==> src/bpt_pkg.sv <==
// Shared types, constants and helpers for the blink pattern timer.
// No dependencies; every other file in src but bpt_res_if refers to this package by scoped names.
package bpt_pkg;

	localparam int TIME_WIDTH = 16;
	localparam int PERIOD_WIDTH = 16;
	localparam int CMP_WIDTH = (TIME_WIDTH > PERIOD_WIDTH) ? TIME_WIDTH : PERIOD_WIDTH;
	localparam logic [TIME_WIDTH-1:0] TIME_MAX = '1;

	typedef enum logic [1:0] {
		CMD_TICK  = 2'd0,
		CMD_SET   = 2'd1,
		CMD_START = 2'd2,
		CMD_STOP  = 2'd3
	} cmd_t;

	typedef struct packed {
		cmd_t                    cmd;
		logic                    level;
		logic [PERIOD_WIDTH-1:0] on_time;
		logic [PERIOD_WIDTH-1:0] off_time;
		logic [PERIOD_WIDTH-1:0] repeat_count;
	} cmd_item_t;

	typedef struct packed {
		logic pin_on;
		logic busy_res;
		logic blinking;
	} res_item_t;

	// saturate a period to the range of the elapsed counter
	function automatic logic [TIME_WIDTH-1:0] clip_time(input logic [PERIOD_WIDTH-1:0] t);
		logic [CMP_WIDTH-1:0] wide;
		wide = CMP_WIDTH'(t);
		if (wide > CMP_WIDTH'(TIME_MAX)) begin
			return TIME_MAX;
		end else begin
			return TIME_WIDTH'(wide);
		end
	endfunction

endpackage

==> src/bpt_cmd_if.sv <==
// Command channel: valid/ready handshake carrying one tick or command item.
// Depends on bpt_pkg for the period width.
interface bpt_cmd_if;
	logic                             valid;
	logic                             ready;
	logic [1:0]                       cmd;
	logic                             level;
	logic [bpt_pkg::PERIOD_WIDTH-1:0] on_time;
	logic [bpt_pkg::PERIOD_WIDTH-1:0] off_time;
	logic [bpt_pkg::PERIOD_WIDTH-1:0] repeat_count;

	modport source (output valid, cmd, level, on_time, off_time, repeat_count, input ready);
	modport sink (input valid, cmd, level, on_time, off_time, repeat_count, output ready);
endinterface

==> src/bpt_res_if.sv <==
// Result channel: valid/ready handshake carrying the pin and status flags.
// No package dependency.
interface bpt_res_if;
	logic valid;
	logic ready;
	logic pin_on;
	logic busy_res;
	logic blinking;

	modport source (output valid, pin_on, busy_res, blinking, input ready);
	modport sink (input valid, pin_on, busy_res, blinking, output ready);
endinterface

==> src/bpt_in_stage.sv <==
// Input register stage: captures one command item per cycle from the command channel while no staged item is blocked.
// Depends on bpt_pkg and bpt_cmd_if.
module bpt_in_stage (
	input  logic               clk,
	input  logic               arst_n,
	bpt_cmd_if.sink            cmd_ch,
	input  logic               advance,
	output logic               valid_s1,
	output bpt_pkg::cmd_item_t item_s1
);

	logic load;

	assign cmd_ch.ready = !valid_s1 || advance;
	assign load = cmd_ch.valid && cmd_ch.ready;

	always_ff @(posedge clk or negedge arst_n) begin
		if (!arst_n) begin
			valid_s1 <= 1'b0;
		end else if (cmd_ch.ready) begin
			valid_s1 <= cmd_ch.valid;
		end
	end

	always_ff @(posedge clk) begin
		if (load) begin
			item_s1.cmd          <= bpt_pkg::cmd_t'(cmd_ch.cmd);
			item_s1.level        <= cmd_ch.level;
			item_s1.on_time      <= cmd_ch.on_time;
			item_s1.off_time     <= cmd_ch.off_time;
			item_s1.repeat_count <= cmd_ch.repeat_count;
		end
	end

endmodule

==> src/bpt_core.sv <==
// Blink state and its per-item update: tick timing, steady level, start and stop.
// Depends on bpt_pkg; produces the result for the item it applies.
module bpt_core (
	input  logic                 clk,
	input  logic                 arst_n,
	input  logic                 advance,
	input  bpt_pkg::cmd_item_t   item_s1,
	output bpt_pkg::res_item_t   res_next
);

	logic                               pin_q, pin_d;
	logic                               wanted_q, wanted_d;
	logic                               active_q, active_d;
	logic                               cont_q, cont_d;
	logic [bpt_pkg::PERIOD_WIDTH-1:0]   reps_q, reps_d;
	logic [bpt_pkg::TIME_WIDTH-1:0]     elapsed_q, elapsed_d;
	logic [bpt_pkg::PERIOD_WIDTH-1:0]   on_q, on_d;
	logic [bpt_pkg::PERIOD_WIDTH-1:0]   off_q, off_d;

	logic [bpt_pkg::TIME_WIDTH-1:0]     elapsed_inc;
	logic [bpt_pkg::TIME_WIDTH-1:0]     limit;
	logic [bpt_pkg::PERIOD_WIDTH-1:0]   reps_dec;
	logic                               still_active;

	always_comb begin
		elapsed_inc = (elapsed_q != bpt_pkg::TIME_MAX) ? elapsed_q + 1'b1 : elapsed_q;
		limit = bpt_pkg::clip_time(wanted_q ? off_q : on_q);
		reps_dec = (reps_q != '0) ? reps_q - 1'b1 : reps_q;
		still_active = cont_q || (reps_dec != '0);
	end

	always_comb begin
		pin_d     = pin_q;
		wanted_d  = wanted_q;
		active_d  = active_q;
		cont_d    = cont_q;
		reps_d    = reps_q;
		elapsed_d = elapsed_q;
		on_d      = on_q;
		off_d     = off_q;
		case (item_s1.cmd)
			bpt_pkg::CMD_TICK: begin
				elapsed_d = elapsed_inc;
				if (active_q) begin
					if ((cont_q || reps_q != '0) && elapsed_inc >= limit) begin
						pin_d = wanted_q;
						elapsed_d = '0;
						if (!wanted_q) begin
							// low edge uses up one repeat
							reps_d = reps_dec;
							if (!still_active) begin
								active_d = 1'b0;
							end else begin
								wanted_d = 1'b1;
							end
						end else begin
							wanted_d = 1'b0;
						end
					end
				end else begin
					pin_d = wanted_q;
				end
			end
			bpt_pkg::CMD_SET: begin
				wanted_d  = item_s1.level;
				active_d  = 1'b0;
				elapsed_d = '0;
			end
			bpt_pkg::CMD_START: begin
				wanted_d  = 1'b1;
				active_d  = 1'b1;
				on_d      = item_s1.on_time;
				off_d     = item_s1.off_time;
				reps_d    = item_s1.repeat_count;
				cont_d    = (item_s1.repeat_count == '0);
				// preload so the first tick drives the pin high
				elapsed_d = bpt_pkg::clip_time(item_s1.off_time);
			end
			bpt_pkg::CMD_STOP: begin
				wanted_d = 1'b0;
				active_d = 1'b0;
				cont_d   = 1'b0;
			end
			default: begin
				pin_d = pin_q;
			end
		endcase
	end

	always_ff @(posedge clk or negedge arst_n) begin
		if (!arst_n) begin
			pin_q     <= 1'b0;
			wanted_q  <= 1'b0;
			active_q  <= 1'b0;
			cont_q    <= 1'b0;
			reps_q    <= '0;
			elapsed_q <= '0;
			on_q      <= '0;
			off_q     <= '0;
		end else if (advance) begin
			pin_q     <= pin_d;
			wanted_q  <= wanted_d;
			active_q  <= active_d;
			cont_q    <= cont_d;
			reps_q    <= reps_d;
			elapsed_q <= elapsed_d;
			on_q      <= on_d;
			off_q     <= off_d;
		end
	end

	assign res_next.pin_on   = pin_d;
	assign res_next.busy_res = (reps_d != '0);
	assign res_next.blinking = active_d;

endmodule

==> src/bpt_out_stage.sv <==
// Result register: holds one result item until the result channel takes it.
// Depends on bpt_pkg and bpt_res_if.
module bpt_out_stage (
	input  logic               clk,
	input  logic               arst_n,
	input  logic               valid_s1,
	input  bpt_pkg::res_item_t res_next,
	output logic               advance,
	bpt_res_if.source          res_ch
);

	logic               valid_q;
	bpt_pkg::res_item_t res_q;

	// move the staged item on when the result slot is free or being emptied
	assign advance = valid_s1 && (!valid_q || res_ch.ready);

	always_ff @(posedge clk or negedge arst_n) begin
		if (!arst_n) begin
			valid_q <= 1'b0;
		end else if (!valid_q || res_ch.ready) begin
			valid_q <= valid_s1;
		end
	end

	always_ff @(posedge clk) begin
		if (advance) begin
			res_q <= res_next;
		end
	end

	assign res_ch.valid    = valid_q;
	assign res_ch.pin_on   = res_q.pin_on;
	assign res_ch.busy_res = res_q.busy_res;
	assign res_ch.blinking = res_q.blinking;

endmodule

==> src/blink_pattern_timer_top.sv <==
// Blink pattern timer: one result item per accepted tick or command item.
// Path from acceptance to result valid: input register, then result register.
// Throughput: one item per cycle while the result channel does not stall.
// Reset: arst_n clears the pin, blink state, counters and both stage valids; pin starts low.
// Depends on bpt_pkg, bpt_cmd_if, bpt_res_if, bpt_in_stage, bpt_core and bpt_out_stage.
module blink_pattern_timer_top (
	input  logic      clk,
	input  logic      arst_n,
	bpt_cmd_if.sink   cmd_ch,
	bpt_res_if.source res_ch
);

	logic               valid_s1;
	logic               advance;
	bpt_pkg::cmd_item_t item_s1;
	bpt_pkg::res_item_t res_next;

	bpt_in_stage u_in (
		.clk      (clk),
		.arst_n   (arst_n),
		.cmd_ch   (cmd_ch),
		.advance  (advance),
		.valid_s1 (valid_s1),
		.item_s1  (item_s1)
	);

	bpt_core u_core (
		.clk      (clk),
		.arst_n   (arst_n),
		.advance  (advance),
		.item_s1  (item_s1),
		.res_next (res_next)
	);

	bpt_out_stage u_out (
		.clk      (clk),
		.arst_n   (arst_n),
		.valid_s1 (valid_s1),
		.res_next (res_next),
		.advance  (advance),
		.res_ch   (res_ch)
	);

	a_ready_only_when_blocked: assert property (@(posedge clk) disable iff (!arst_n)
		!cmd_ch.ready |-> (valid_s1 && !advance))
		else $error("command channel stalled without a blocked staged item");

	a_staged_item_lands: assert property (@(posedge clk) disable iff (!arst_n)
		advance |=> res_ch.valid)
		else $error("applied item produced no result");

	a_stop_ends_blink: assert property (@(posedge clk) disable iff (!arst_n)
		(advance && item_s1.cmd == bpt_pkg::CMD_STOP) |=> !res_ch.blinking)
		else $error("stop left blink active");

	a_start_loads_repeats: assert property (@(posedge clk) disable iff (!arst_n)
		(advance && item_s1.cmd == bpt_pkg::CMD_START && item_s1.repeat_count != '0)
		|=> (res_ch.busy_res && res_ch.blinking))
		else $error("start with repeats did not show busy blinking");

endmodule

==> src/flat_wrapper.sv <==
// flat-port wrapper written by rule: the top's interface ports become plain ports
module blink_pattern_timer_top_flat 
  (clk, arst_n, cmd_ch_valid, cmd_ch_cmd, cmd_ch_level, cmd_ch_on_time, cmd_ch_off_time, cmd_ch_repeat_count, cmd_ch_ready, res_ch_valid, res_ch_pin_on, res_ch_busy_res, res_ch_blinking, res_ch_ready);
  bpt_cmd_if cmd_ch_i ();
  bpt_res_if res_ch_i ();
  input  logic clk;
  input  logic arst_n;
  input wire logic [$bits(cmd_ch_i.valid)-1:0] cmd_ch_valid;
  input wire logic [$bits(cmd_ch_i.cmd)-1:0] cmd_ch_cmd;
  input wire logic [$bits(cmd_ch_i.level)-1:0] cmd_ch_level;
  input wire logic [$bits(cmd_ch_i.on_time)-1:0] cmd_ch_on_time;
  input wire logic [$bits(cmd_ch_i.off_time)-1:0] cmd_ch_off_time;
  input wire logic [$bits(cmd_ch_i.repeat_count)-1:0] cmd_ch_repeat_count;
  output wire logic [$bits(cmd_ch_i.ready)-1:0] cmd_ch_ready;
  output wire logic [$bits(res_ch_i.valid)-1:0] res_ch_valid;
  output wire logic [$bits(res_ch_i.pin_on)-1:0] res_ch_pin_on;
  output wire logic [$bits(res_ch_i.busy_res)-1:0] res_ch_busy_res;
  output wire logic [$bits(res_ch_i.blinking)-1:0] res_ch_blinking;
  input wire logic [$bits(res_ch_i.ready)-1:0] res_ch_ready;
  assign cmd_ch_i.valid = cmd_ch_valid;
  assign cmd_ch_i.cmd = cmd_ch_cmd;
  assign cmd_ch_i.level = cmd_ch_level;
  assign cmd_ch_i.on_time = cmd_ch_on_time;
  assign cmd_ch_i.off_time = cmd_ch_off_time;
  assign cmd_ch_i.repeat_count = cmd_ch_repeat_count;
  assign cmd_ch_ready = cmd_ch_i.ready;
  assign res_ch_valid = res_ch_i.valid;
  assign res_ch_pin_on = res_ch_i.pin_on;
  assign res_ch_busy_res = res_ch_i.busy_res;
  assign res_ch_blinking = res_ch_i.blinking;
  assign res_ch_i.ready = res_ch_ready;
  blink_pattern_timer_top u_core (.clk(clk), .arst_n(arst_n), .cmd_ch(cmd_ch_i), .res_ch(res_ch_i));
endmodule
==> config.mk <==
export PLATFORM = sky130hd
export DESIGN_NAME = blink_pattern_timer_top_flat
export DESIGN_NICKNAME = d
export VERILOG_FILES = /design/src/bpt_pkg.sv /design/src/bpt_cmd_if.sv /design/src/bpt_res_if.sv /design/src/bpt_in_stage.sv /design/src/bpt_core.sv /design/src/bpt_out_stage.sv /design/src/blink_pattern_timer_top.sv /design/src/flat_wrapper.sv
export SDC_FILE = /design/constraint.sdc
export NUM_CORES = 1
export LEC_CHECK = 0
export ABC_AREA = 1
export CAP_MARGIN = 20
export CORE_UTILIZATION = 45
export CTS_CLUSTER_DIAMETER = 80
export DETAILED_ROUTE_END_ITERATION = 8
export DONT_BUFFER_PORTS = 1
export PLACE_DENSITY = 0.65
export SYNTH_ARGS = -nofsm -noshare
export SYNTH_HDL_FRONTEND = slang
export SYNTH_SLANG_ARGS = --single-unit
==> constraint.sdc <==
create_clock -name clk -period 3.1 [get_ports clk]
set_input_delay 0.31 -clock clk [delete_from_list [all_inputs] [get_ports clk]]
set_output_delay 0.31 -clock clk [all_outputs]
set_load 0.02 [all_outputs]
==> impl_metrics.py, run 1 <==
metrics = {
    "status": {
        "outcome": "finished with violations",
        "violations": "design-rule violations, negative setup slack",
    },
    "global_route": {
        "antenna_found_initial": 0,
        "grt_usage_pct": 24.9,
        "grt_pass1_wl_um": 30200,
        "first_global_vias": 5985,
        "grt_max_degree": 71,
        "grt-ovfl-total": 0,
    },
    "power_and_ir_drop": {
        "power.switching_uw": 3860,
        "vdd_drop_max_mv": 0.537,
        "intPower_uw": 5510,
        "seq_power_share_pct": 27.2,
        "total_leakage_power_uw": 0.00414,
        "switching_share_pct": 41.2,
        "p_clk_share_pct": 21.6,
        "combinationalPowerShare_pct": 51.2,
        "powerDensity_nw_per_um2": 1020,
    },
    "placed_design": {
        "dp_hpwl_um": 12300,
        "place_inst": 976,
        "place_area_sq_um": 7500,
        "port_buffers": 0,
        "gp_congestion": 0.917,
    },
    "floorplanning": {
        "core_sq_um": 14600,
        "start_util_pct": 46.4,
        "io_pins": 60,
        "die-area_sq_um": 15600,
        "rows": 44,
        "fp.dieW_um": 125,
        "die_y_um": 125,
    },
    "cts": {
        "cts_tree": "done",
        "clock_sinks": 124,
        "cts-buffers-inserted": 17,
        "cts-root-buf": "clkbuf_16",
        "clock_latency_ns": 0.42,
        "cts_max_path_buffers": 2,
        "cts_htree_levels": 4,
        "cts.clk_slew.worst_paths_ns": 0.07,
    },
    "logic_synthesis": {
        "yosysWarnings": 0,
        "synth_area_sq_um": 6800,
        "ys_seq_area_share_pct": 49.6,
        "syn_nets": 823,
        "syn_avg_cell_area_sq_um": 9.12,
        "synth_top_cell_area_share_pct": 25.8,
        "synth.distinct_cells": 34,
        "post-synth-top-area-cell": "dfrtp_1",
        "synthTopCellsByArea": "dfrtp_1 (26%), edfxtp_1 (24%), nand2_1 (12%)",
        "ys_seq_elements": 124,
        "syn_inst": 745,
    },
    "layout": {
        "n_fill_cell": 1155,
        "stdcell_count": 1085,
        "area_growth_pct": 35.1,
        "final_common_cell": "nand2_1",
        "antenna_cells": 0,
        "final_core_util_pct": 62.7,
        "drive_gt1_share_pct": 28.2,
        "final_area_sq_um": 9180,
        "regArea_sq_um": 3370,
        "nNetsFinal": 966,
        "final_cell_mix": "nand2_1 (187), buf_4 (79), dfrtp_1 (70), inv_1 (58), edfxtp_1 (54)",
        "multi_input_area_sq_um": 3380,
    },
    "setup_path": {
        "cp.required_ns": 3.28,
        "crit_type": "reg2reg",
        "critPathLaunchType": "flip-flop",
        "endpoint_kind": "flip-flop",
        "worstReg2RegStart": "u_core.u_core.elapsed_q[0]",
        "reg2reg_slack_ns": -0.66,
        "reg2reg_to": "u_core.u_out.res_ch.busy_res",
        "r2r_cells": 27,
        "arrival_ns": 3.94,
        "critical_path.max_fanout": 4,
    },
    "flow_run": {
        "maxCapViolCount": 0,
    },
    "sta": {
        "setup_viol": 38,
        "drv_slew": 0,
        "rsz0062_at_grt": "yes",
        "max_slew_margin_pct": 58.1,
        "period_needed_ns": 3.76,
        "fin_skew_ns": 0.0116,
        "worst_pin_slew_ns": 0.622,
        "max_freq_mhz": 266,
        "min_period_over_period_pct": 121,
        "finalHoldViolCount": 0,
        "fin_ws_ns": -0.662,
        "whs_ns": 0.0576,
    },
    "min_path": {
        "holdPathStages": 2,
        "min_to": "u_core.u_in.valid_s1",
        "min_path_type": "in2reg",
        "worst_hold_startpoint": "cmd_ch_valid",
    },
    "route": {
        "post_drt_via_cell_ratio": 5.53,
        "wl_per_cell_um": 17.4,
        "drc": 6,
        "vias": 5996,
        "detail-route-antenna-nets": 0,
        "wl_um": 18900,
        "first_iter_violations": 544,
        "detail_route.first_pass.iterations": 7,
    },
}
==> cell usage after synthesis <==
library cell,n
mux2_2,32
buf_2,3
nand2_4,2
o21ai_0,27
nor2_2,2
buf_8,1
nor3_1,9
a21oi_2,1
dfrtp_1,70
a22oi_2,10
a21oi_1,34
nand2_1,211
nor2_1,47
nand3_1,48
nand3_4,1
nor4_1,6
clkbuf_1,13
xor2_1,11
mux2i_1,16
inv_2,4
edfxtp_1,54
nand4_1,10
a22oi_1,22
buf_1,4
inv_1,60
nand2_2,8
nor2_8,1
or2_1,1
o22ai_1,1
buf_6,1
ha_1,23
o21ai_1,5
clkinv_1,3
nor2_4,4
==> sequential cells by signal, summed over array words and instances, names as in the netlist <==
register,count
u_core.u_core.active_q,1
u_core.u_core.cont_q,1
u_core.u_core.elapsed_q,16
u_core.u_core.off_q,16
u_core.u_core.on_q,16
u_core.u_core.pin_q,1
u_core.u_core.reps_q,16
u_core.u_core.wanted_q,1
u_core.u_in.item_s1,51
u_core.u_in.valid_s1,1
u_core.u_out.res_ch.blinking,1
u_core.u_out.res_ch.busy_res,1
u_core.u_out.res_ch.pin_on,1
u_core.u_out.res_ch.valid,1
==> worst max-delay path by stage <==
stage                                     from                      endpoint  slack [ns]  cells past startpoint
global route        u_core.u_core.elapsed_q[1]  u_core.u_out.res_ch.busy_res       -0.88                     26
detailed placement  u_core.u_core.elapsed_q[0]  u_core.u_out.res_ch.busy_res       -0.87                     24
global placement    u_core.u_core.elapsed_q[0]  u_core.u_out.res_ch.busy_res       -0.84                     24
finish              u_core.u_core.elapsed_q[0]  u_core.u_out.res_ch.busy_res       -0.66                     27
floorplan           u_core.u_core.elapsed_q[1]  u_core.u_out.res_ch.busy_res       -0.09                     23
CTS                 u_core.u_core.elapsed_q[0]  u_core.u_out.res_ch.busy_res       -0.54                     25
==> timing repair <==
item	in CTS	in global routing
gates cloned	3	0
hold buffers	53	0
pin swaps	26	21
buffers inserted	17	6
hold endpoints to repair	121	0
resized for setup	64	32
setup endpoints to repair	38	38
==> cells by family (layout without fill, tap and decap cells) <==
kind of cell | after synthesis | count (layout) | share of synthesized area, %
and+or+nand+nor | 350 | 351 | 22.5
DFF | 124 | 124 | 49.6
AOI/OAI and AO/OA | 100 | 100 | 9.35
buffers and inverters | 89 | 244 | 5.25
muxes | 48 | 48 | 7.66
adders and majority gates | 23 | 23 | 4.23
xor gates and xnor gates | 11 | 11 | 1.42
==> power by group through the flow <==
| stage | combinational [uW] | clock (uW) | sequential, uW |
|---|---|---|---|
| finish | 4800 | 2020 | 2550 |
| global route | 5270 | 2120 | 2600 |
| CTS | 4490 | 2040 | 2520 |
| detailed placement | 3760 | 0 | 2540 |
| global placement | 3700 | 0 | 2530 |
| floorplan | 2610 | 0 | 2440 |
==> layer usage <==
layer	up-vias	GRT usage, %	wire (um)
li1	2815	-	-
met1	2893	35.5	8730
met2	261	39.5	8690
met3	27	3.78	1160
met4	0	7.60	297
met5	-	0	0
==> through the flow <==
stage	setup WS, ns	TNS [ns]	power (uW)
detailed placement	-0.872	-13.85	6300
finish	-0.662	-13.57	9370
global placement	-0.837	-10.68	6230
CTS	-0.545	-9.37	9050
global route	-0.877	-22.19	9990
floorplan	-0.0936	-0.280	5060
==> final cells by class <==
class | count | share of cell area [%]
clock buffers | 19 | 4.82
clock inverters | 13 | 1.66
inverters | 67 | 2.85
multi-input cells | 533 | 36.9
flip-flops and latches | 124 | 36.7
well taps | 184 | 2.51
repair buffers | 145 | 14.6
==> critical path: stages, from the launching register on <==
cell and delay [ns]:
dfrtp_1 0.37, buf_6 0.11, inv_4 0.03, nor2_4 0.13, nand3_4 0.11, nor3_4 0.22, nand3_2 0.13, nor2_4 0.14
buf_4 0.12, a21oi_1 0.05, o21ai_1 0.15, ha_1 0.30, a21oi_2 0.18, o21ai_2 0.08, nor2_2 0.17, nand2_2 0.11
buf_4 0.15, buf_4 0.12, nand2_2 0.10, nand2_1 0.06, nand2_1 0.07, nand2_1 0.05, nand2_1 0.06, nand2_1 0.06
nor2_1 0.10, nand2_1 0.07, nor2_2 0.17, nand2_1 0.09
Note: power is estimated with default switching activity, not from simulation.
==> inputs of run 2 (changes only) <==
Settings changed: CORE_UTILIZATION 45 to 58, PLACE_DENSITY 0.65 to 0.79.
==> impl_metrics.py, run 2 (same netlist as run 1, synthesis figures left out) <==
metrics = {
    "cts": {
        "cts-buffers-inserted": 17,
        "cts.clk_slew.worst_paths_ns": 0.06,
        "cts_htree_levels": 4,
        "clock_sinks": 124,
        "cts_tree": "done",
        "cts_max_path_buffers": 2,
        "clock_latency_ns": 0.44,
        "cts-root-buf": "clkbuf_16",
    },
    "sta": {
        "period_needed_ns": 4.39,
        "drv_slew": 0,
        "whs_ns": 0.0496,
        "min_period_over_period_pct": 142,
        "fin_skew_ns": 0.0145,
        "finalHoldViolCount": 0,
        "max_freq_mhz": 228,
        "setup_viol": 38,
        "fin_ws_ns": -1.29,
        "max_slew_margin_pct": 47.4,
        "worst_pin_slew_ns": 0.788,
        "rsz0062_at_grt": "yes",
    },
    "global_route": {
        "grt-ovfl-total": 0,
        "antenna_found_initial": 0,
        "first_global_vias": 6534,
        "grt_usage_pct": 38.7,
        "grt_pass1_wl_um": 33900,
        "grt_max_degree": 71,
    },
    "min_path": {
        "worst_hold_startpoint": "cmd_ch_valid",
        "min_path_type": "in2reg",
        "holdPathStages": 2,
        "min_to": "u_core.u_in.valid_s1",
    },
    "layout": {
        "final_common_cell": "nand2_1",
        "final_cell_mix": "nand2_1 (167), buf_4 (87), dfrtp_1 (70), inv_1 (57), edfxtp_1 (54)",
        "largest_register_ffs": 51,
        "drive_gt1_share_pct": 32.8,
        "final_core_util_pct": 81.7,
        "stdcell_count": 1055,
        "top_register": "u_core.u_in.item_s1",
        "antenna_cells": 0,
        "area_growth_pct": 37.3,
        "nNetsFinal": 977,
    },
    "setup_path": {
        "critical_path.max_fanout": 7,
        "worstReg2RegStart": "u_core.u_core.elapsed_q[0]",
        "crit_type": "reg2reg",
        "critPathLaunchType": "flip-flop",
        "slowest_stage": "dfrtp_1",
        "endpoint_kind": "flip-flop",
        "cp.required_ns": 3.29,
        "arrival_ns": 4.57,
        "cp_common_cell": "nand2_2",
        "r2r_cells": 23,
        "slowest_delay_ns": 0.42,
        "reg2reg_to": "u_core.u_out.res_ch.busy_res",
        "reg2reg_slack_ns": -1.29,
        "path_cells": "ha_2 > inv_2 > nor3_4 > nand2_2 > nor2_2 > inv_2 > nor4_4 > xor2_1 > nand2_1 > ha_4 > nand4_1 > nor2_2 > nand2_2 > nand2_4 > nand2_4 > nor2_4 > nand3_2 > nand3_2 > nand2_2 > nor2_2 > nand2_2 > nor2_4 > nand2_2",
    },
    "power_and_ir_drop": {
        "vdd_drop_max_mv": 0.736,
        "power.total_uw": 10300,
        "total_leakage_power_uw": 0.00422,
        "powerDensity_nw_per_um2": 1110,
    },
    "floorplanning": {
        "die-area_sq_um": 12200,
        "die_y_um": 110,
        "fp.dieW_um": 110,
        "rows": 39,
        "start_util_pct": 59.5,
        "core_sq_um": 11400,
        "io_pins": 60,
    },
    "route": {
        "post_drt_via_cell_ratio": 6.63,
        "detail-route-antenna-nets": 0,
        "wl_um": 26200,
        "detail_route.first_pass.iterations": 9,
        "drc": 13,
        "wl_per_cell_um": 24.9,
        "first_iter_violations": 1071,
        "vias": 6995,
    },
    "flow_run": {
        "maxCapViolCount": 0,
    },
    "placed_design": {
        "dp_hpwl_um": 12100,
        "port_buffers": 0,
        "place_inst": 930,
        "gp_congestion": 0.935,
    },
    "status": {
        "violations": "design-rule violations, negative setup slack",
        "outcome": "finished with violations",
    },
}
==> run 2: per-stage QoR <==
step                setup slack (ns)  area (sq um)  TNS [ns]
floorplan                    -0.0936          6830    -0.280
global placement              -0.591          7420     -9.59
detailed placement            -0.713          7420    -14.04
CTS                           -0.554          8900    -13.16
global route                   -1.29          9330    -40.01
finish                         -1.29          9330    -37.94
==> run 2: report_power, final <==
part / leakage (uW) / total, uW / internal (uW) / switching (uW)
clock network: 0.000269 / 1940 / 1100 / 834
registers: 0.00136 / 2650 / 2170 / 483
logic: 0.00259 / 5730 / 2330 / 3400
total: 0.00422 / 10300 / 5600 / 4720
==> run 2: worst max-delay path by stage <==
| stage | start | slack [ns] | to | cells past startpoint |
|---|---|---|---|---|
| global placement | u_core.u_core.elapsed_q[1] | -0.59 | u_core.u_out.res_ch.busy_res | 23 |
| global route | u_core.u_core.elapsed_q[0] | -1.29 | u_core.u_out.res_ch.busy_res | 23 |
| finish | u_core.u_core.elapsed_q[0] | -1.29 | u_core.u_out.res_ch.busy_res | 23 |
| CTS | u_core.u_core.elapsed_q[0] | -0.55 | u_core.u_core.elapsed_q[2] | 27 |
| detailed placement | u_core.u_core.elapsed_q[1] | -0.71 | u_core.u_out.res_ch.busy_res | 23 |
| floorplan | u_core.u_core.elapsed_q[1] | -0.09 | u_core.u_out.res_ch.busy_res | 23 |
==> run 2: critical path, delay by kind of cell, from the launching register on <==
kind	cells	cell delay (ns)
xor gates and xnor gates	1	0.21
DFF	1	0.42
buffers and inverters	2	0.13
adders and majority gates	2	0.53
and+or+nand+nor	18	2.81
==> run 2: per-layer routing <==
layer	track usage, %	share of wire [%]	vias to the layer above
met3	9.64	12	247
met5	0	0	-
met2	60.8	45	700
met1	47.7	34	3211
met4	24.5	8.9	0
li1	-	-	2837
==> run 2: layout make-up <==
class,count,area (sq um)
multi-input cells,532,3540
repair buffers,157,1440
inverters,67,254
clock inverters,14,121
flip-flops and latches,124,3370
clock buffers,18,429
well taps,143,179
fillers,589,2080
==> run 2: what timing repair did <==
action                     4_1_cts  5_1_grt
hold endpoints to repair       121        0
pin swaps                       30       24
gates cloned                     0        1
gates resized for setup         68       76
hold buffers                    53        0
buffers inserted                22       19
setup endpoints to repair       38       38
